===== src/vra_pkg.sv =====
`default_nettype none
package vra_pkg;

  localparam int COORD_W      = 32;
  localparam int ANGLE_W      = 16;
  localparam int TURN_W       = 32;
  localparam int DIFF_W       = COORD_W + 1;
  localparam int NORM_W       = 31;
  localparam int SQR_W        = 2 * NORM_W;
  localparam int SUM_W        = 64;
  localparam int MAG_W        = 32;
  localparam int QUO_W        = 31;
  localparam int CORD_W       = 34;
  localparam int UNIT_W       = 32;
  localparam int MAT_W        = 34;
  localparam int TERM_W       = 38;
  localparam int ACC_W        = 40;
  localparam int Q_SHIFT      = 30;
  localparam int CORDIC_STEPS = 30;
  localparam int SQRT_STEPS   = 32;
  localparam int DIV_STEPS    = 31;

  localparam logic signed [CORD_W-1:0] CORDIC_X0 = 34'sh026DD3B6A;
  localparam logic signed [CORD_W-1:0] ONE_Q30   = 34'sh040000000;

  typedef struct packed {
    logic signed [COORD_W-1:0] point_x;
    logic signed [COORD_W-1:0] point_y;
    logic signed [COORD_W-1:0] point_z;
    logic signed [COORD_W-1:0] axis_a_x;
    logic signed [COORD_W-1:0] axis_a_y;
    logic signed [COORD_W-1:0] axis_a_z;
    logic signed [COORD_W-1:0] axis_b_x;
    logic signed [COORD_W-1:0] axis_b_y;
    logic signed [COORD_W-1:0] axis_b_z;
    logic [ANGLE_W-1:0]        angle;
  } vra_in_t;

  typedef struct packed {
    logic signed [COORD_W-1:0] rotated_x;
    logic signed [COORD_W-1:0] rotated_y;
    logic signed [COORD_W-1:0] rotated_z;
    logic                      zero_axis;
  } vra_out_t;

  // per-item data that rides along the whole pipe
  typedef struct packed {
    logic [2:0][COORD_W-1:0] a;
    logic [2:0][DIFF_W-1:0]  p;
    logic [2:0]              neg;
    logic                    zero;
    logic                    flip;
    logic signed [CORD_W-1:0] z;
  } vra_side_t;

  function automatic logic [TURN_W-1:0] cordic_atan(input logic [4:0] idx);
    case (idx)
      5'd0:  return 32'h20000000;
      5'd1:  return 32'h12E4051E;
      5'd2:  return 32'h09FB385B;
      5'd3:  return 32'h051111D4;
      5'd4:  return 32'h028B0D43;
      5'd5:  return 32'h0145D7E1;
      5'd6:  return 32'h00A2F61E;
      5'd7:  return 32'h00517C55;
      5'd8:  return 32'h0028BE53;
      5'd9:  return 32'h00145F2F;
      5'd10: return 32'h000A2F98;
      5'd11: return 32'h000517CC;
      5'd12: return 32'h00028BE6;
      5'd13: return 32'h000145F3;
      5'd14: return 32'h0000A2FA;
      5'd15: return 32'h0000517D;
      5'd16: return 32'h000028BE;
      5'd17: return 32'h0000145F;
      5'd18: return 32'h00000A30;
      5'd19: return 32'h00000518;
      5'd20: return 32'h0000028C;
      5'd21: return 32'h00000146;
      5'd22: return 32'h000000A3;
      5'd23: return 32'h00000051;
      5'd24: return 32'h00000029;
      5'd25: return 32'h00000014;
      5'd26: return 32'h0000000A;
      5'd27: return 32'h00000005;
      5'd28: return 32'h00000003;
      5'd29: return 32'h00000001;
      default: return '0;
    endcase
  endfunction

  function automatic logic signed [UNIT_W-1:0] clamp_unit(input logic signed [CORD_W-1:0] v);
    if (v > ONE_Q30) return UNIT_W'(ONE_Q30);
    if (v < -ONE_Q30) return UNIT_W'(-ONE_Q30);
    return v[UNIT_W-1:0];
  endfunction

  // floor(a * b / 2^30)
  function automatic logic signed [UNIT_W-1:0] mul30(input logic signed [UNIT_W-1:0] a,
                                                     input logic signed [UNIT_W-1:0] b);
    logic signed [2*UNIT_W-1:0] pr;
    pr = a * b;
    return pr[Q_SHIFT+UNIT_W-1:Q_SHIFT];
  endfunction

endpackage
`default_nettype wire


===== src/vra_cordic_cell.sv =====
`default_nettype none
module vra_cordic_cell import vra_pkg::*; #(
  parameter int STEP = 0
) (
  input  logic                     clk,
  input  logic                     en,
  input  logic signed [CORD_W-1:0] x_i,
  input  logic signed [CORD_W-1:0] y_i,
  input  logic signed [CORD_W-1:0] z_i,
  output logic signed [CORD_W-1:0] x_o,
  output logic signed [CORD_W-1:0] y_o,
  output logic signed [CORD_W-1:0] z_o
);

  localparam logic signed [CORD_W-1:0] ATAN = CORD_W'(cordic_atan(5'(STEP)));

  logic signed [CORD_W-1:0] xs, ys;
  logic signed [CORD_W-1:0] x_r, x_nxt, y_r, y_nxt, z_r, z_nxt;

  always_comb begin
    xs = x_i >>> STEP;
    ys = y_i >>> STEP;
    if (!z_i[CORD_W-1]) begin
      x_nxt = x_i - ys;
      y_nxt = y_i + xs;
      z_nxt = z_i - ATAN;
    end else begin
      x_nxt = x_i + ys;
      y_nxt = y_i - xs;
      z_nxt = z_i + ATAN;
    end
  end

  always_ff @(posedge clk) begin
    if (en) begin
      x_r <= x_nxt;
      y_r <= y_nxt;
      z_r <= z_nxt;
    end
  end

  assign x_o = x_r;
  assign y_o = y_r;
  assign z_o = z_r;

endmodule
`default_nettype wire


===== config.mk =====
export PLATFORM = sky130hd
export DESIGN_NAME = vra_cordic_cell
export DESIGN_NICKNAME = d
export VERILOG_FILES = /design/src/vra_pkg.sv /design/src/vra_cordic_cell.sv
export SDC_FILE = /design/constraint.sdc
export NUM_CORES = 1
export LEC_CHECK = 0
export BUFFER_PORTS_ARGS = -buffer_cell sky130_fd_sc_hd__buf_2
export CAP_MARGIN = 0
export CORE_MARGIN = 8
export CORE_UTILIZATION = 45
export CTS_BUF_LIST = sky130_fd_sc_hd__clkbuf_8 sky130_fd_sc_hd__clkbuf_16
export CTS_CLUSTER_DIAMETER = 60
export CTS_CLUSTER_SIZE = 16
export DETAILED_ROUTE_END_ITERATION = 6
export GPL_ROUTABILITY_DRIVEN = 0
export GPL_TIMING_DRIVEN = 1
export PLACE_DENSITY = 0.7
export SETUP_SLACK_MARGIN = 0.2
export SLEW_MARGIN = 25
export SYNTH_ARGS = -nofsm -noshare
export SYNTH_HDL_FRONTEND = slang
export SYNTH_SLANG_ARGS = --single-unit

===== constraint.sdc =====
create_clock -name clk -period 5.9 [get_ports clk]
set_input_delay 1.475 -clock clk [delete_from_list [all_inputs] [get_ports clk]]
set_output_delay 1.475 -clock clk [all_outputs]
set_load 0.02 [all_outputs]

[Yosys cells after proc, flatten, opt, wreduce, memory -nomap -nowiden]
Index checks and enable logic that the tools add are counted.
Word-level totals
  output and inout bits: 102
  flip-flop bits (word level): 102
Cells by class
  $add $sub $neg: 5
  mux-type cells: 3
Operators by type and width (count)
  $mux W34: 3
  $sub A34 B34 Y34: 2
  $add A34 B31 Y34 const B: 1
  $add A34 B34 Y34: 1
  $sub A34 B31 Y34 const B: 1

[Logic depth before layout (Yosys ltp)]
  depth in word-level cells: 2
  mapped depth: 12
  gate-level depth less buffers: 12

[Worst setup path after synthesis]
OpenSTA, ideal clock, no wires.
  path type: input port to flip-flop
  start point: in x_i[15]
  end point: reg x_r[30] (netlist: x_o[30]) (data pin)
  stages: 11
  data required time: 5.631 ns
  arrival: 3.545 ns
  setup slack: 2.086 ns
  buffers on the path: 0
  path through: inv_1 ha_1 or3_4 nor4_4 o2111ai_2 nand3_2 o211ai_4 o311ai_4 a311oi_2 a2bb2oi_2 xor2_1
On the way
  cells in the longest elaborated chain, start to end: 2
  elaborated cells between the ends (all ways): 3
Ends and longest elaborated chain
  start, declared: RTL line vra_cordic_cell.sv:7  | input logic signed [CORD_W-1:0] x_i,
  $sub A34 B34 Y34 or $add A34 B34 Y34 (tied branches): RTL line vra_cordic_cell.sv:24, vra_cordic_cell.sv:28
  $mux W34 *: RTL line vra_cordic_cell.sv:23  | if (!z_i[CORD_W-1]) begin
  net x_nxt[30]: RTL line vra_cordic_cell.sv:18  | logic signed [CORD_W-1:0] x_r, x_nxt, y_r, y_nxt, z_r, z_nxt;
  end signal, assigned: RTL line vra_cordic_cell.sv:36  | x_r <= x_nxt;
  end, declared: RTL line vra_cordic_cell.sv:18
The timed path passes the listed nets; every way through them passes the cells marked *.
A chain may end at the register's enable or synchronous reset.

[Final worst setup path]
  start point: in x_i[12]
  end point: reg y_r[30] (netlist: y_o[30]) (data pin)
On the way
  cells in the longest elaborated chain, start to end: 2
  elaborated cells between the ends (all ways): 3
Ends and longest elaborated chain
  $add A34 B34 Y34 or $sub A34 B34 Y34 (tied branches): RTL line vra_cordic_cell.sv:25, vra_cordic_cell.sv:29
  $mux W34 *: RTL line vra_cordic_cell.sv:23
  net y_nxt[30]: RTL line vra_cordic_cell.sv:18
  end signal, assigned: RTL line vra_cordic_cell.sv:37  | y_r <= y_nxt;
  end, declared: RTL line vra_cordic_cell.sv:18
Marks and branches as above.

==> out/summary.txt <==
First-pass GRT wire length - 40800 um
Initial antenna violation count - 0
DRT antenna net count - 0
FMAX - 232 MHz
Crit path max fanout - 16
Die H - 157 um
HPWL after DPL - 20900 um
Starting Density - 45.8%
Crit Path Class - in2reg
Drt first-iter violations - 911
Hold wc startpoint - z_i[25]
Antenna Cells - 0
Tot Pwr - 2.50 mW
Unique masters post-synth - 80
DRC viols - 0
Clock tree buffer depth - 2
# setup viols final - 0
Post-layout net count - 1390
FP Rows - 51
Slew @ Worst Pin - 834 ps
Synth Flop Type - edfxtp_1
TritonCTS clock tree - yes
Share of the synthesized area in the top cell type - 33.9%
Post-synthesis cell area - 8950 um2
Synth-to-Final Area Change - 16.5%
Final hold vios - 0
CP Depth - 12
Vias in the first global route - 7860
CTS Sinks - 101
Startpoint types - primary input
Place WS - 1290 ps
Slowest cell on crit path - ha_1
Rel. slew slack - 44.4%
Slowest stage delay, CP - 620 ps
I/O pin count - 206
Final Worst Setup Slack - 1590 ps
Synth async-reset ratio - 0%
Yosys warnings - 0
Share of cells above drive strength 1 - 20.9%
Largest net degree at the start of global routing - 57
Max Transition Viols Final - 0
Die W - 157 um
CP cell instances - buf_2 -> inv_1 -> ha_1 -> nand4_1 -> nor3_1 -> nand3_1 -> o211a_1 -> and2_1 -> o21ai_1 -> a221o_1 -> o221ai_2 -> xnor2_1
Post-synth EDFFs - 101
Tot GR Track Use - 20.7%
Clock slew at reported path FFs - 80 ps
Worst hold path class - in2reg
#FFs+latches synth - 101
Setup TNS - 0 ps
Fin crit share - 73.0%
Remaining global-route overflow - 0
Num CTS Buffers - 9
Via-per-instance ratio - 5.68
Most frequent cells in the layout - buf_2, a21oi_1, inv_1
Syn Area/Cell - 8.93 um2
DR WL/cell - 18.3 um
Max-cap viol count - 0
Yosys top cell by area - edfxtp_1
Sequential fraction of the synthesis area - 33.9%
Die area - 24700 um2
Final WL - 26500 um
Top cells by area, synth - edfxtp_1, ha_1, a21oi_1
Delay-heaviest family, CP - simple AND/OR/NAND/NOR gates
CTS Root Cell - clkbuf_16
Synthesized net count - 1213
Status - finished, final reports clean
Critical path startpoint - x_i[12]
Post-CTS Repair Setup Buffers - 0
# H-tree levels - 3
Most common cell after layout, fill and taps aside - buf_2
# resized after CTS - 0
PwrDens - 239 nW/um2
RSZ-0062 raised after global routing - no
Fillers - 1822
Hold depth - 1
Via count - 8232
Synth Instances - 1002
Maximum VDD drop - 0.000141 V
Buffers on Ports - 205
Final min period - 4310 ps
P_leak - 4.63 nW
Core area - 19500 um2
Worst path required time - 6000 ps
# hold bufs at CTS - 0
CP Buf/Inv Count - 2
Detailed Routing Iterations Pass 1 - 7
CP arrival - 4400 ps
Crit path capture type - flop
sequential cells by signal, indices dropped and copies added (netlist names):
name	count
z_o	34
x_o	34
y_o	33
logic make-up (layout without fill, tap and decap cells):
logic type | count (synthesis) | count (layout) | share of synthesized area [%]
compound gates | 321 | 321 | 23.0
xor+xnor | 68 | 68 | 6.65
fa+ha+maj | 107 | 107 | 15.3
buf+inv | 155 | 337 | 6.83
flops | 101 | 101 | 33.9
mux | 10 | 10 | 1.12
simple gates | 240 | 240 | 13.2
metrics by stage:
stage	instance area, um2	util [%]	cells	hold slack [ps]
2_1_floorplan	8950	-	1002	1570
3_3_place_gp	10200	52.0	1433	1650
3_5_place_dp	10200	52.0	1433	1650
4_1_cts	10400	53.4	1449	1270
5_1_grt	10400	53.4	1449	1270
6_report	10400	53.4	1449	1290
power by group:
group	switching [mW]	internal [mW]	total [mW]
logic	0.622	0.336	0.959
clock network	0.293	0.292	0.585
registers	0.0274	0.925	0.953
layer usage:
layer	global-route usage, %	part of all wire (%)
met3	4.25	10
met5	0	0
met1	27.2	43
met2	33.5	44
met4	7.07	2.6
worst paths after layout:
kind	slack, ps	end
max	1590	y_o[30]
min	1290	z_o[25]
synthesized netlist by cell type (10+ instances only):
master,number
ha_1,103
xnor2_1,59
buf_2,11
mux2i_1,10
inv_1,108
nand4_1,10
edfxtp_1,101
nor2b_1,12
nor3_1,19
nand2_1,44
clkbuf_1,24
nor2_1,79
o21ai_0,76
o21bai_1,13
a21oi_1,117
a21o_1,17
nand3_1,25
nand2b_1,16
a211oi_1,10
o31ai_1,10
final cells by class:
class                           instances  area, um2  area share (%)
Clock buffer                            9        225            2.16
Clock inverter                          7       57.6           0.552
Inverter                              112        420            4.03
Multi-Input combinational cell        746       5310            50.9
Sequential cell                       101       3030            29.1
Tap cell                              265        332            3.18
Timing Repair Buffer                  209       1060            10.1
Power figures use the tool's default switching activity.
