### src/vra_pkg.sv
`default_nettype none
package vra_pkg;

  localparam int COORD_W      = 32;
  localparam int ANGLE_W      = 16;
  localparam int TURN_W       = 32;
  localparam int DIFF_W       = COORD_W + 1;
  localparam int NORM_W       = 31;
  localparam int SQR_W        = 2 * NORM_W;
  localparam int SUM_W        = 64;
  localparam int MAG_W        = 32;
  localparam int QUO_W        = 31;
  localparam int CORD_W       = 34;
  localparam int UNIT_W       = 32;
  localparam int MAT_W        = 34;
  localparam int TERM_W       = 38;
  localparam int ACC_W        = 40;
  localparam int Q_SHIFT      = 30;
  localparam int CORDIC_STEPS = 30;
  localparam int SQRT_STEPS   = 32;
  localparam int DIV_STEPS    = 31;

  localparam logic signed [CORD_W-1:0] CORDIC_X0 = 34'sh026DD3B6A;
  localparam logic signed [CORD_W-1:0] ONE_Q30   = 34'sh040000000;

  typedef struct packed {
    logic signed [COORD_W-1:0] point_x;
    logic signed [COORD_W-1:0] point_y;
    logic signed [COORD_W-1:0] point_z;
    logic signed [COORD_W-1:0] axis_a_x;
    logic signed [COORD_W-1:0] axis_a_y;
    logic signed [COORD_W-1:0] axis_a_z;
    logic signed [COORD_W-1:0] axis_b_x;
    logic signed [COORD_W-1:0] axis_b_y;
    logic signed [COORD_W-1:0] axis_b_z;
    logic [ANGLE_W-1:0]        angle;
  } vra_in_t;

  typedef struct packed {
    logic signed [COORD_W-1:0] rotated_x;
    logic signed [COORD_W-1:0] rotated_y;
    logic signed [COORD_W-1:0] rotated_z;
    logic                      zero_axis;
  } vra_out_t;

  // per-item data that rides along the whole pipe
  typedef struct packed {
    logic [2:0][COORD_W-1:0] a;
    logic [2:0][DIFF_W-1:0]  p;
    logic [2:0]              neg;
    logic                    zero;
    logic                    flip;
    logic signed [CORD_W-1:0] z;
  } vra_side_t;

  function automatic logic [TURN_W-1:0] cordic_atan(input logic [4:0] idx);
    case (idx)
      5'd0:  return 32'h20000000;
      5'd1:  return 32'h12E4051E;
      5'd2:  return 32'h09FB385B;
      5'd3:  return 32'h051111D4;
      5'd4:  return 32'h028B0D43;
      5'd5:  return 32'h0145D7E1;
      5'd6:  return 32'h00A2F61E;
      5'd7:  return 32'h00517C55;
      5'd8:  return 32'h0028BE53;
      5'd9:  return 32'h00145F2F;
      5'd10: return 32'h000A2F98;
      5'd11: return 32'h000517CC;
      5'd12: return 32'h00028BE6;
      5'd13: return 32'h000145F3;
      5'd14: return 32'h0000A2FA;
      5'd15: return 32'h0000517D;
      5'd16: return 32'h000028BE;
      5'd17: return 32'h0000145F;
      5'd18: return 32'h00000A30;
      5'd19: return 32'h00000518;
      5'd20: return 32'h0000028C;
      5'd21: return 32'h00000146;
      5'd22: return 32'h000000A3;
      5'd23: return 32'h00000051;
      5'd24: return 32'h00000029;
      5'd25: return 32'h00000014;
      5'd26: return 32'h0000000A;
      5'd27: return 32'h00000005;
      5'd28: return 32'h00000003;
      5'd29: return 32'h00000001;
      default: return '0;
    endcase
  endfunction

  function automatic logic signed [UNIT_W-1:0] clamp_unit(input logic signed [CORD_W-1:0] v);
    if (v > ONE_Q30) return UNIT_W'(ONE_Q30);
    if (v < -ONE_Q30) return UNIT_W'(-ONE_Q30);
    return v[UNIT_W-1:0];
  endfunction

  // floor(a * b / 2^30)
  function automatic logic signed [UNIT_W-1:0] mul30(input logic signed [UNIT_W-1:0] a,
                                                     input logic signed [UNIT_W-1:0] b);
    logic signed [2*UNIT_W-1:0] pr;
    pr = a * b;
    return pr[Q_SHIFT+UNIT_W-1:Q_SHIFT];
  endfunction

endpackage
`default_nettype wire

### src/vra_div_cell.sv
`default_nettype none
module vra_div_cell import vra_pkg::*; (
  input  logic                  clk,
  input  logic                  en,
  input  logic [2:0][MAG_W-1:0] rem_i,
  input  logic [2:0][QUO_W-1:0] q_i,
  input  logic [2:0]            din_i,
  input  logic [MAG_W-1:0]      mag_i,
  output logic [2:0][MAG_W-1:0] rem_o,
  output logic [2:0][QUO_W-1:0] q_o,
  output logic [MAG_W-1:0]      mag_o
);

  logic [2:0][MAG_W:0]   r2;
  logic [2:0]            ge;
  logic [2:0][MAG_W-1:0] rem_r, rem_nxt;
  logic [2:0][QUO_W-1:0] q_r, q_nxt;
  logic [MAG_W-1:0]      mag_r;

  // one restoring step per lane, all three lanes share the divisor
  always_comb begin
    for (int i = 0; i < 3; i++) begin
      r2[i]      = {rem_i[i], din_i[i]};
      ge[i]      = (r2[i] >= {1'b0, mag_i});
      rem_nxt[i] = ge[i] ? MAG_W'(r2[i] - {1'b0, mag_i}) : r2[i][MAG_W-1:0];
      q_nxt[i]   = {q_i[i][QUO_W-2:0], ge[i]};
    end
  end

  always_ff @(posedge clk) begin
    if (en) begin
      rem_r <= rem_nxt;
      q_r   <= q_nxt;
      mag_r <= mag_i;
    end
  end

  assign rem_o = rem_r;
  assign q_o   = q_r;
  assign mag_o = mag_r;

endmodule
`default_nettype wire

### config.mk
export PLATFORM = sky130hd
export DESIGN_NAME = vra_div_cell
export DESIGN_NICKNAME = d
export VERILOG_FILES = /design/src/vra_pkg.sv /design/src/vra_div_cell.sv
export SDC_FILE = /design/constraint.sdc
export NUM_CORES = 1
export LEC_CHECK = 0
export BUFFER_PORTS_ARGS = -buffer_cell sky130_fd_sc_hd__buf_4
export CAP_MARGIN = 25
export CORE_AREA = 2 2 171 173
export CTS_CLUSTER_SIZE = 8
export DETAILED_ROUTE_END_ITERATION = 8
export DIE_AREA = 0 0 173 175
export PLACE_DENSITY = 0.83
export SETUP_SLACK_MARGIN = 0.15
export SLEW_MARGIN = 20
export SYNTH_ARGS = -nofsm -noshare
export SYNTH_HDL_FRONTEND = slang
export SYNTH_SLANG_ARGS = --single-unit
### constraint.sdc
create_clock -name clk -period 7.6 [get_ports clk]
set_input_delay 1.52 -clock clk [delete_from_list [all_inputs] [get_ports clk]]
set_output_delay 1.52 -clock clk [all_outputs]
set_load 0.02 [all_outputs]
# Word level (Yosys, flattened, before mapping)
# Cells that the tools add are included.
# totals
elab_cells	16
regBits	221
output_inout_bits	221
# classes
magnitude_cmp	3
add_sub_neg	3
n_mux	3
# ops
operator	count
$ge 33x32->1	3
$mux 32	3
$sub 32x32->32	3

# Depth between registers and ports, before layout
# logic_depth
depth_word	2
ltp_mapped	14
mapped_depth_nobuf	12

# Worst setup path before layout
# OpenSTA, ideal clock, no wires.
# synth_timing
kind	input -> register
start	input din_i[2]
end	register rem_r, in the netlist rem_o[92], data pin
required_time_ns	7.338
n_path_buf	0
path_stages	12
setup_ns	0.262
path_slack_ns	3.445
arrival_ns	3.893
path_cell_list	inv_1 > ha_1 > fa_1 > nand2b_1 > a21oi_1 > o211ai_1 > a21oi_1 > a31oi_1 > o31ai_1 > a31oi_1 > xnor2_1 > mux2_1
# synth_lines
item	line	text
from (decl)	vra_div_cell.sv:7	input logic [2:0] din_i,
to (signal assigned)	vra_div_cell.sv:32	rem_r <= rem_nxt;
to (decl)	vra_div_cell.sv:16	logic [2:0][MAG_W-1:0] rem_r, rem_nxt;

==> impl_results.md <==
* Post-CTS Hold Buffers at 0
* Worst hold-check path type: in -> reg
* Pin count of the biggest net entering global routing at 82
* Post-cts sizing count at 0
* Final setup TNS at 0 ns
* # H-tree levels at 2
* Root buf cell: clkbuf_16
* Core Footprint at 28,400 µm²
* Num rows at 62
* Routed Antenna Nets at 0
* Wire per inst at 22.1 µm
* Ys async rst share at 0%
* Die height at 175 µm
* Clock network power share at 32.8%
* Worst hold slack at 1.19 ns
* GRT Residual Overflow at 0
* DR pass1 iterations at 5
* Sw Ratio at 30.7%
* Fin crit period at 4.61 ns
* Max Buffers Root-to-Sink at 3
* YS warnings at 0
* Post-Syn Nets at 1,514
* Gpl congestion at 0.914
* Ratio of cells with drive above 1 in the final layout at 31.4%
* Final setup viols at 0
* Buffer count from post-CTS setup fixing at 0
* Post-Place Cells at 1,976
* Die X at 173 µm
* Hold wc startpoint: q_i[85]
* CTS tree: done
* Fin. max-slew vios at 0
* Relative slew slack at 40.0%
* Post-synth top flop: edfxtp_1
* Max Fclk at 217 MHz
* Max cap viols at 0
* Net Sw Power at 1.25 mW
* HPWL Detailed at 34,800 µm
* CP arrival at 4.86 ns
* Clock net sink count at 221
* Vias at 11,400
* Vias in the first global route at 11,200
* WS Path Type: in -> reg
* # DRC at 0
* Final non-filler cell total at 2,026
* Avg Cell Area, Syn at 10.9 µm²
* CP required at 7.85 ns
* Status: completed
* CP Buf/Inv Count at 3
* Worst-margin pin slew at 0.900 ns
* Tcrit/Tclk final at 60.7%
* Sequential element share of the synthesized area at 51.2%
* Synth cell types at 74
* Synth top area cells: edfxtp_1 (51%), ha_1 (9.3%), a21oi_1 (4.1%)
* Synth Register Bits at 221
* DIE AREA at 30,300 µm²
* Tot GR Track Use at 28.5%
* Post-place setup slack at 2.52 ns
* Mapped Area at 13,000 µm²
* Worst hold stages at 1
* DRT iter0 DRCs at 859
* EDFF count, synth at 221
* Initial Util at 45.7%
* Crit path cell chain: buf_4, inv_1, ha_1, a21oi_1, o21ai_0, a221oi_1, o21ai_0, a31oi_2, o21ai_2, a21oi_4, buf_4, mux2_2
* Fin. Hold Viols at 0
* WL final at 44,800 µm
* Post-layout nets at 1,954
* CTS buffer count at 34
* Vias per inst at 5.63
* Int Pwr at 2.83 mW
* CP peak stage delay at 0.46 ns
* Layout area overhead at 35.5%
* CTS clock-pin slew for the worst setup and hold paths at 0.05 ns
* Syn Inst Count at 1,189
* CP top delay family: compound AO/OA/AOI/OAI gates
* RSZ-0062 raised after global routing: no
* First-pass GRT wire length at 65,700 µm
* Max FO, Critical Path at 44
* Leak at 7.60 nW
* # fillers at 2,286
* CP Launch Type: input port
* Final WS setup at 2.99 ns
* Area leader, netlist: edfxtp_1
* Ports at 447
* Combinational power share at 28.7%
* CP max-delay cell: buf_4
* Endpoint, Worst Hold: q_o[86]
* Worst VDD drop at 0.132 mV
* Share of power burned in registers at 38.5%
* Power Density at 232 nW/µm²
* Yosys top cell area share at 51.2%
* Initial antenna violation count at 5
* Crit path capture type: register
* # port buffers at 443
==> final cells by class <==
class                           count  area [µm²]  area share (%)
Sequential cell                   221        6640            37.8
Clock inverter                      5        45.0           0.256
Timing Repair Buffer              449        3400            19.3
Multi-Input combinational cell    862        5880            33.5
Clock buffer                       39         891            5.07
Antenna cell                        5        12.5          0.0712
Tap cell                          384         480            2.73
Inverter                           61         229            1.30
==> layout by cell type, fill, tap and decap left out, drive strengths merged, types with 13 or more instances in the layout <==
cell | synthesis | routed
and3 | 13 | 13
a31oi | 22 | 22
nor3 | 14 | 14
nand3 | 25 | 25
nand4 | 21 | 21
ha | 96 | 96
nand2 | 127 | 127
a21oi | 106 | 106
o211ai | 13 | 13
xnor2 | 49 | 49
inv | 61 | 61
edfxtp | 221 | 221
clkbuf | 26 | 39
buf | 19 | 449
mux2 | 14 | 14
nor2 | 66 | 66
o21ai | 105 | 105
o21bai | 17 | 17
a21o | 35 | 35
o21a | 14 | 14
xor2 | 32 | 32
==> cell usage after synthesis, drive strengths merged (14+ instances only) <==
library cell,count
a21o,35
a21oi,106
a31oi,22
buf,19
clkbuf,26
edfxtp,221
ha,96
inv,61
mux2,14
nand2,127
nand3,25
nand4,21
nor2,66
nor3,14
o21a,14
o21ai,105
o21bai,17
xnor2,49
xor2,32
==> layer usage <==
layer	track usage (%)	part of all wire (%)	vias to the layer above
li1	-	-	5321
met1	30.9	36	5446
met2	51.4	51	520
met3	6.64	7.2	122
met4	15.9	5.6	0
met5	0	0	-
==> power groups by stage <==
stage / Clock, mW / Sequential, mW / Combinational [mW]
final: 1.34 / 1.57 / 1.17
after global routing: 1.41 / 1.58 / 1.25
after CTS: 1.37 / 1.57 / 1.17
after detailed placement: 0 / 1.59 / 1.16
after global placement: 0 / 1.59 / 1.14
after floorplan: 0 / 1.77 / 0.489
==> kinds of logic (layout without fill, tap and decap cells) <==
family / after synthesis / in the layout / share of synthesized area, %
adders and majority gates: 99 / 99 / 9.73
muxes: 15 / 15 / 1.29
AOI/OAI and AO/OA: 364 / 364 / 18.1
buffers and inverters: 106 / 554 / 3.54
other: 0 / 5 / 0
and+or+nand+nor: 303 / 303 / 10.7
xor gates and xnor gates: 81 / 81 / 5.47
DFF: 221 / 221 / 51.2
==> how the worst max path moves through the flow <==
stage	from	to	slack, ns	cells after the start
4_1_cts	mag_i[14]	rem_o[48]	3.04	12
2_1_floorplan	din_i[2]	rem_o[92]	3.44	12
3_3_place_gp	mag_i[4]	rem_o[48]	2.57	12
3_5_place_dp	mag_i[14]	rem_o[48]	2.52	12
5_1_grt	mag_i[14]	rem_o[48]	2.70	12
6_report	mag_i[14]	rem_o[48]	2.99	12
==> sequential cells by signal, indices dropped and copies added (netlist names) <==
signal / cells
rem_o: 96
q_o: 93
mag_o: 32
==> stage by stage <==
step | power (mW) | area, µm² | util, %
finish | 4.08 | 17600 | 61.9
detailed placement | 2.75 | 16600 | 58.4
CTS | 4.11 | 17500 | 61.7
floorplan | 2.26 | 13000 | -
global route | 4.25 | 17600 | 61.9
global placement | 2.73 | 16600 | 58.4
No activity file was read; power rests on OpenSTA's default activity.
