===== src/vra_pkg.sv =====
`default_nettype none
package vra_pkg;

  localparam int COORD_W      = 32;
  localparam int ANGLE_W      = 16;
  localparam int TURN_W       = 32;
  localparam int DIFF_W       = COORD_W + 1;
  localparam int NORM_W       = 31;
  localparam int SQR_W        = 2 * NORM_W;
  localparam int SUM_W        = 64;
  localparam int MAG_W        = 32;
  localparam int QUO_W        = 31;
  localparam int CORD_W       = 34;
  localparam int UNIT_W       = 32;
  localparam int MAT_W        = 34;
  localparam int TERM_W       = 38;
  localparam int ACC_W        = 40;
  localparam int Q_SHIFT      = 30;
  localparam int CORDIC_STEPS = 30;
  localparam int SQRT_STEPS   = 32;
  localparam int DIV_STEPS    = 31;

  localparam logic signed [CORD_W-1:0] CORDIC_X0 = 34'sh026DD3B6A;
  localparam logic signed [CORD_W-1:0] ONE_Q30   = 34'sh040000000;

  typedef struct packed {
    logic signed [COORD_W-1:0] point_x;
    logic signed [COORD_W-1:0] point_y;
    logic signed [COORD_W-1:0] point_z;
    logic signed [COORD_W-1:0] axis_a_x;
    logic signed [COORD_W-1:0] axis_a_y;
    logic signed [COORD_W-1:0] axis_a_z;
    logic signed [COORD_W-1:0] axis_b_x;
    logic signed [COORD_W-1:0] axis_b_y;
    logic signed [COORD_W-1:0] axis_b_z;
    logic [ANGLE_W-1:0]        angle;
  } vra_in_t;

  typedef struct packed {
    logic signed [COORD_W-1:0] rotated_x;
    logic signed [COORD_W-1:0] rotated_y;
    logic signed [COORD_W-1:0] rotated_z;
    logic                      zero_axis;
  } vra_out_t;

  // per-item data that rides along the whole pipe
  typedef struct packed {
    logic [2:0][COORD_W-1:0] a;
    logic [2:0][DIFF_W-1:0]  p;
    logic [2:0]              neg;
    logic                    zero;
    logic                    flip;
    logic signed [CORD_W-1:0] z;
  } vra_side_t;

  function automatic logic [TURN_W-1:0] cordic_atan(input logic [4:0] idx);
    case (idx)
      5'd0:  return 32'h20000000;
      5'd1:  return 32'h12E4051E;
      5'd2:  return 32'h09FB385B;
      5'd3:  return 32'h051111D4;
      5'd4:  return 32'h028B0D43;
      5'd5:  return 32'h0145D7E1;
      5'd6:  return 32'h00A2F61E;
      5'd7:  return 32'h00517C55;
      5'd8:  return 32'h0028BE53;
      5'd9:  return 32'h00145F2F;
      5'd10: return 32'h000A2F98;
      5'd11: return 32'h000517CC;
      5'd12: return 32'h00028BE6;
      5'd13: return 32'h000145F3;
      5'd14: return 32'h0000A2FA;
      5'd15: return 32'h0000517D;
      5'd16: return 32'h000028BE;
      5'd17: return 32'h0000145F;
      5'd18: return 32'h00000A30;
      5'd19: return 32'h00000518;
      5'd20: return 32'h0000028C;
      5'd21: return 32'h00000146;
      5'd22: return 32'h000000A3;
      5'd23: return 32'h00000051;
      5'd24: return 32'h00000029;
      5'd25: return 32'h00000014;
      5'd26: return 32'h0000000A;
      5'd27: return 32'h00000005;
      5'd28: return 32'h00000003;
      5'd29: return 32'h00000001;
      default: return '0;
    endcase
  endfunction

  function automatic logic signed [UNIT_W-1:0] clamp_unit(input logic signed [CORD_W-1:0] v);
    if (v > ONE_Q30) return UNIT_W'(ONE_Q30);
    if (v < -ONE_Q30) return UNIT_W'(-ONE_Q30);
    return v[UNIT_W-1:0];
  endfunction

  // floor(a * b / 2^30)
  function automatic logic signed [UNIT_W-1:0] mul30(input logic signed [UNIT_W-1:0] a,
                                                     input logic signed [UNIT_W-1:0] b);
    logic signed [2*UNIT_W-1:0] pr;
    pr = a * b;
    return pr[Q_SHIFT+UNIT_W-1:Q_SHIFT];
  endfunction

endpackage
`default_nettype wire


===== src/vra_sqrt_cell.sv =====
`default_nettype none
module vra_sqrt_cell import vra_pkg::*; #(
  parameter int STEP = 0
) (
  input  logic             clk,
  input  logic             en,
  input  logic [SUM_W-1:0] n_i,
  input  logic [SUM_W-1:0] res_i,
  output logic [SUM_W-1:0] n_o,
  output logic [SUM_W-1:0] res_o
);

  localparam logic [SUM_W-1:0] BIT = SUM_W'(1) << (SUM_W - 2 - 2 * STEP);

  logic [SUM_W-1:0] trial;
  logic             ge;
  logic [SUM_W-1:0] n_r, n_nxt, res_r, res_nxt;

  always_comb begin
    trial   = res_i + BIT;
    ge      = (n_i >= trial);
    n_nxt   = ge ? (n_i - trial) : n_i;
    res_nxt = ge ? ((res_i >> 1) + BIT) : (res_i >> 1);
  end

  always_ff @(posedge clk) begin
    if (en) begin
      n_r   <= n_nxt;
      res_r <= res_nxt;
    end
  end

  assign n_o   = n_r;
  assign res_o = res_r;

endmodule
`default_nettype wire


===== config.mk =====
export PLATFORM = sky130hd
export DESIGN_NAME = vra_sqrt_cell
export DESIGN_NICKNAME = d
export VERILOG_FILES = /design/src/vra_pkg.sv /design/src/vra_sqrt_cell.sv
export SDC_FILE = /design/constraint.sdc
export NUM_CORES = 1
export LEC_CHECK = 0
export BUFFER_PORTS_ARGS = -buffer_cell sky130_fd_sc_hd__buf_2
export CAP_MARGIN = 0
export CORE_MARGIN = 5
export CORE_UTILIZATION = 48
export CTS_CLUSTER_DIAMETER = 60
export CTS_CLUSTER_SIZE = 30
export DETAILED_ROUTE_END_ITERATION = 10
export PLACE_DENSITY_LB_ADDON = 0.12
export RECOVER_POWER = 100
export SYNTH_ARGS = -nofsm -noshare
export SYNTH_HDL_FRONTEND = slang
export SYNTH_SLANG_ARGS = --single-unit

===== constraint.sdc =====
create_clock -name clk -period 4.9 [get_ports clk]
set_clock_uncertainty 0.2 [all_clocks]
set_input_delay 1.225 -clock clk [delete_from_list [all_inputs] [get_ports clk]]
set_output_delay 1.225 -clock clk [all_outputs]
set_load 0.02 [all_outputs]

Word-level counts from Yosys, hierarchy flattened
Index checks and enable logic that the tools add are counted.
- register bits: 128
- output and inout bits: 128
- logic and storage cells: 9
- muxes and demuxes: 2
- $lt $le $gt $ge: 1
- add/sub/neg operators: 3
- operators with widths (kind ; count):
    adder 63 x 63 -> 64 bit (second input constant) ; 1
    adder 64 x 63 -> 64 bit (second input constant) ; 1
    >= comparator 64 bit ; 1
    two-way mux 64 bit ; 1
    subtractor 64 bit ; 1
    two-way mux 63 bit ; 1

Longest topological paths before layout
- depth after elaboration: 3
- depth in mapped cells: 14
- mapped depth without buffers: 13

Worst setup path after synthesis
OpenSTA, ideal clock, no wires.
- path type: input-to-reg
- start point: input port res_i[16]
- end point: register n_r[60], in the netlist n_o[60] (data pin)
- stages on the path: 12
- setup time: 0.257 ns
- arrival: 3.827 ns
- data required time: 4.443 ns
- path buffers: 0
- setup slack: 0.615 ns
- path through: inv_1 > ha_1 > and2_1 > nand3_1 > or3_1 > a41o_1 > nor3_2 > o21ai_1 > o41ai_4 > or4b_1 > a21oi_1 > nor3_1
- cells in the longest elaborated chain, start to end: 3
- elaborated cells on any way between the ends: 4
- classes of those cells: 2 x add/sub; 1 x order compare; 1 x mux
- RTL lines (element ; RTL line ; RTL):
    start, declared ; vra_sqrt_cell.sv:8 ; input logic [SUM_W-1:0] res_i,
    adder 64 x 63 -> 64 bit * ; vra_sqrt_cell.sv:20 ; trial = res_i + BIT;
    subtractor 64 bit or >= comparator 64 bit (tied branches) ; vra_sqrt_cell.sv:22, vra_sqrt_cell.sv:21 ;
    two-way mux 64 bit * ; vra_sqrt_cell.sv:22 ; n_nxt = ge ? (n_i - trial) : n_i;
    net n_nxt[60] ; vra_sqrt_cell.sv:17 ; logic [SUM_W-1:0] n_r, n_nxt, res_r, res_nxt;
    end signal, assigned ; vra_sqrt_cell.sv:28 ; n_r <= n_nxt;
    end, declared ; vra_sqrt_cell.sv:17 ;
The timed path passes the listed nets; every way through them passes the cells marked *.
A chain may end at the register's enable or synchronous reset.

Final worst setup path
- start point: input port n_i[0]
- end point: register res_r[62], in the netlist res_o[62] (data pin)
- cells in the longest elaborated chain, start to end: 2
- RTL lines (element ; RTL line ; RTL):
    start, declared ; vra_sqrt_cell.sv:7 ; input logic [SUM_W-1:0] n_i,
    >= comparator 64 bit ; vra_sqrt_cell.sv:21 ; ge = (n_i >= trial);
    two-way mux 63 bit ; vra_sqrt_cell.sv:23 ; res_nxt = ge ? ((res_i >> 1) + BIT) : (res_i >> 1);
    net res_nxt[62] ; vra_sqrt_cell.sv:17 ;
    end signal, assigned ; vra_sqrt_cell.sv:29 ; res_r <= res_nxt;
    end, declared ; vra_sqrt_cell.sv:17 ;
The timed path passes the listed nets, and every way through them passes these cells.

==> metrics.yaml <==
die:
  die_w_um: 144
  io-pin-count: 258
  rows: 49
  die_h_um: 144
  die_area_um2: 20700
  core_um2: 17800
  initial_core_util: 0.483
drt:
  wire_per_inst_um: 16.5
  dr.pass1.iters: 5
  via_per_inst: 5.41
  wl_um: 22900
  ant_nets: 0
  via_count: 7504
  first_iter_violations: 560
  drc: 0
yosys:
  synth_cell_types: 58
  synth_top_cell_area_share: 0.446
  synth_xor_area_frac: 0.0570
  syn_area_um2: 8610
  synth_top_area_cell: "edfxtp_1"
  yosys_warnings: 0
  yosys.area_share.adder: 0.0953
  synth_edf_count: 128
  synthCells: 885
  synth.avg_cell_area_um2: 9.73
  synthSimpleGateAreaFrac: 0.132
  yosysSeqAreaShare: 0.446
  ys_ff_latch: 128
  netlist_top_cells_area: "edfxtp_1 45%, ha_1 9.3%, a21oi_1 6.5%, a21o_1 4.3%, xnor2_1 3.7%"
  synth_mux_area_frac: 0.0195
  async_flop_share: 0
  synth_nets: 1080
  synth_top_family_by_area: "compound AO/OA/AOI/OAI gates"
  synth-compound-area-share: 0.198
  synth_ff_type: "edfxtp_1"
worst_setup_path:
  crit_buf_inv: 4
  start_kind: "input pin"
  crit_type: "in -> reg"
  worstPathMaxFanout: 27
  max_stage_delay_ns: 0.46
  slowest_stage: "o41ai_4"
  critPathArrivalTime_ns: 4.47
  crit_chain: "buf_2 > inv_1 > ha_1 > fa_1 > nand2b_1 > a21oi_1 > o41ai_1 > nor4bb_1 > nor3_1 > o21ai_1 > o41ai_4 > buf_4 > clkbuf_1 > and2_0 > nor2_1"
  end_kind: "flop"
  path_delay_family: "compound AO/OA/AOI/OAI gates"
  cp_num_cells: 15
  critPathRequiredTime_ns: 4.88
run_status:
  violations: "max-capacitance violations, max-slew violations"
  status: "finished, violations left"
place:
  gp_congestion: 0.884
  preCtsSetupSlack_ns: -0.0208
  placed_cell_area_um2: 10200
  io_buffers: 257
  place_hpwl_um: 18000
clock_tree:
  clockBufferDepth: 2
  cts_tree: "done"
  cts.sinks: 128
  cts_buffers: 17
  clk_pin_slew_ns: 0.06
  root_buffer: "clkbuf_16"
  cts_resized: 0
  hold_buffers: 0
  postCtsSetupBuffers: 0
  htree_levels: 4
timing:
  layout_setup_ws_ns: 0.407
  slew_viol_final: 74
  fin_crit_ns: 4.49
  max_slew.worst_pin.slew_ns: 1.79
  rsz0062_at_grt: "false"
  fmax_mhz: 223
  hold_viol: 0
  max_slew_margin: -0.193
  setup_viol: 0
  holdWs_ns: 0.790
  min_period_over_period: 0.917
grt:
  grt.total_usage: 0.216
  antenna_found_initial: 1
  grt_pass1_vias: 7159
  grt_pass1_wl_um: 35500
  grt_max_degree: 74
  globalRouteOverflowTotal: 0
hold_path:
  hold_depth: 1
  min_path_type: "in -> reg"
power:
  max-vdd-ir-drop_v: 0.000250
  leakagePower_nw: 4.51
  power.density_nw_per_um2: 350
layout:
  final_common_cell: "clkbuf_1"
  fin_area_um2: 10500
  area_growth_syn_to_layout_pct: 22.0
  final_cell_mix: "177 x clkbuf_1, 128 x edfxtp_1, 111 x a21oi_1, 85 x buf_2, 82 x nor2_1"
  final_layout_size_suffix_gt1_frac: 0.127
  fillers: 1694
  layout.nets: 1339
flow_run:
  cap_violations: 1
[worst paths after layout]
kind / from / endpoint / slack [ns]
worst min-delay path: res_i[5] / res_o[4]$_DFFE_PP_ / 0.79
worst max-delay path: n_i[0] / res_o[62]$_DFFE_PP_ / 0.41
[cell type report]
class / instances / area (um^2) / area share
multi-input cells: 642 / 4310 / 0.411
flip-flops and latches: 128 / 3840 / 0.366
repair buffers: 277 / 1210 / 0.116
clock buffers: 20 / 437 / 0.0416
inverters: 78 / 293 / 0.0279
well taps: 229 / 287 / 0.0273
clock inverters: 11 / 118 / 0.0112
diodes: 1 / 2.50 / 0.000238
[where the power goes]
part           total (mW)  switching, mW  internal (mW)
sequential           1.40         0.0321           1.37
clock                1.22          0.475          0.740
combinational        1.06          0.677          0.384
[cell families (layout without fill, tap and decap cells)]
logic type                 Yosys count  count (layout)
AOI/OAI and AO/OA                  272             272
xor gates and xnor gates            56              56
adders and majority gates           65              65
buffers and inverters              115             386
DFF                                128             128
muxes                               15              15
other                                0               1
and+or+nand+nor                    234             234
[Yosys cell counts, types with 13 or more instances]
master	count
a21o_1	49
a21oi_1	111
and3_1	13
clkbuf_1	25
edfxtp_1	128
ha_1	64
inv_1	78
nand2_1	52
nand3_1	14
nand4_1	18
nor2_1	82
o21ai_0	40
xnor2_1	36
xor2_1	20
[state kept, by name, indices dropped and copies added, names as in the netlist]
signal	flops
n_o	64
res_o	64
[layer usage]
| metal | global-route usage | part of all wire | vias up |
|---|---|---|---|
| met3 | 0.0536 | 0.079 | 29 |
| met2 | 0.347 | 0.46 | 248 |
| met4 | 0.0580 | 0.014 | 0 |
| met5 | 0 | 0 | - |
| met1 | 0.292 | 0.45 | 3466 |
| li1 | - | - | 3761 |
[metrics by stage]
stage / util / setup TNS, ns / total power, mW / instances
after floorplan: - / 0 / 2.15 / 885
after global placement: 0.572 / 0 / 2.51 / 1354
after detailed placement: 0.572 / -0.0208 / 2.52 / 1354
after CTS: 0.603 / 0 / 3.74 / 1385
after global routing: 0.589 / 0 / 3.87 / 1386
final: 0.589 / 0 / 3.68 / 1386
Note: power is estimated with default switching activity, not from simulation.
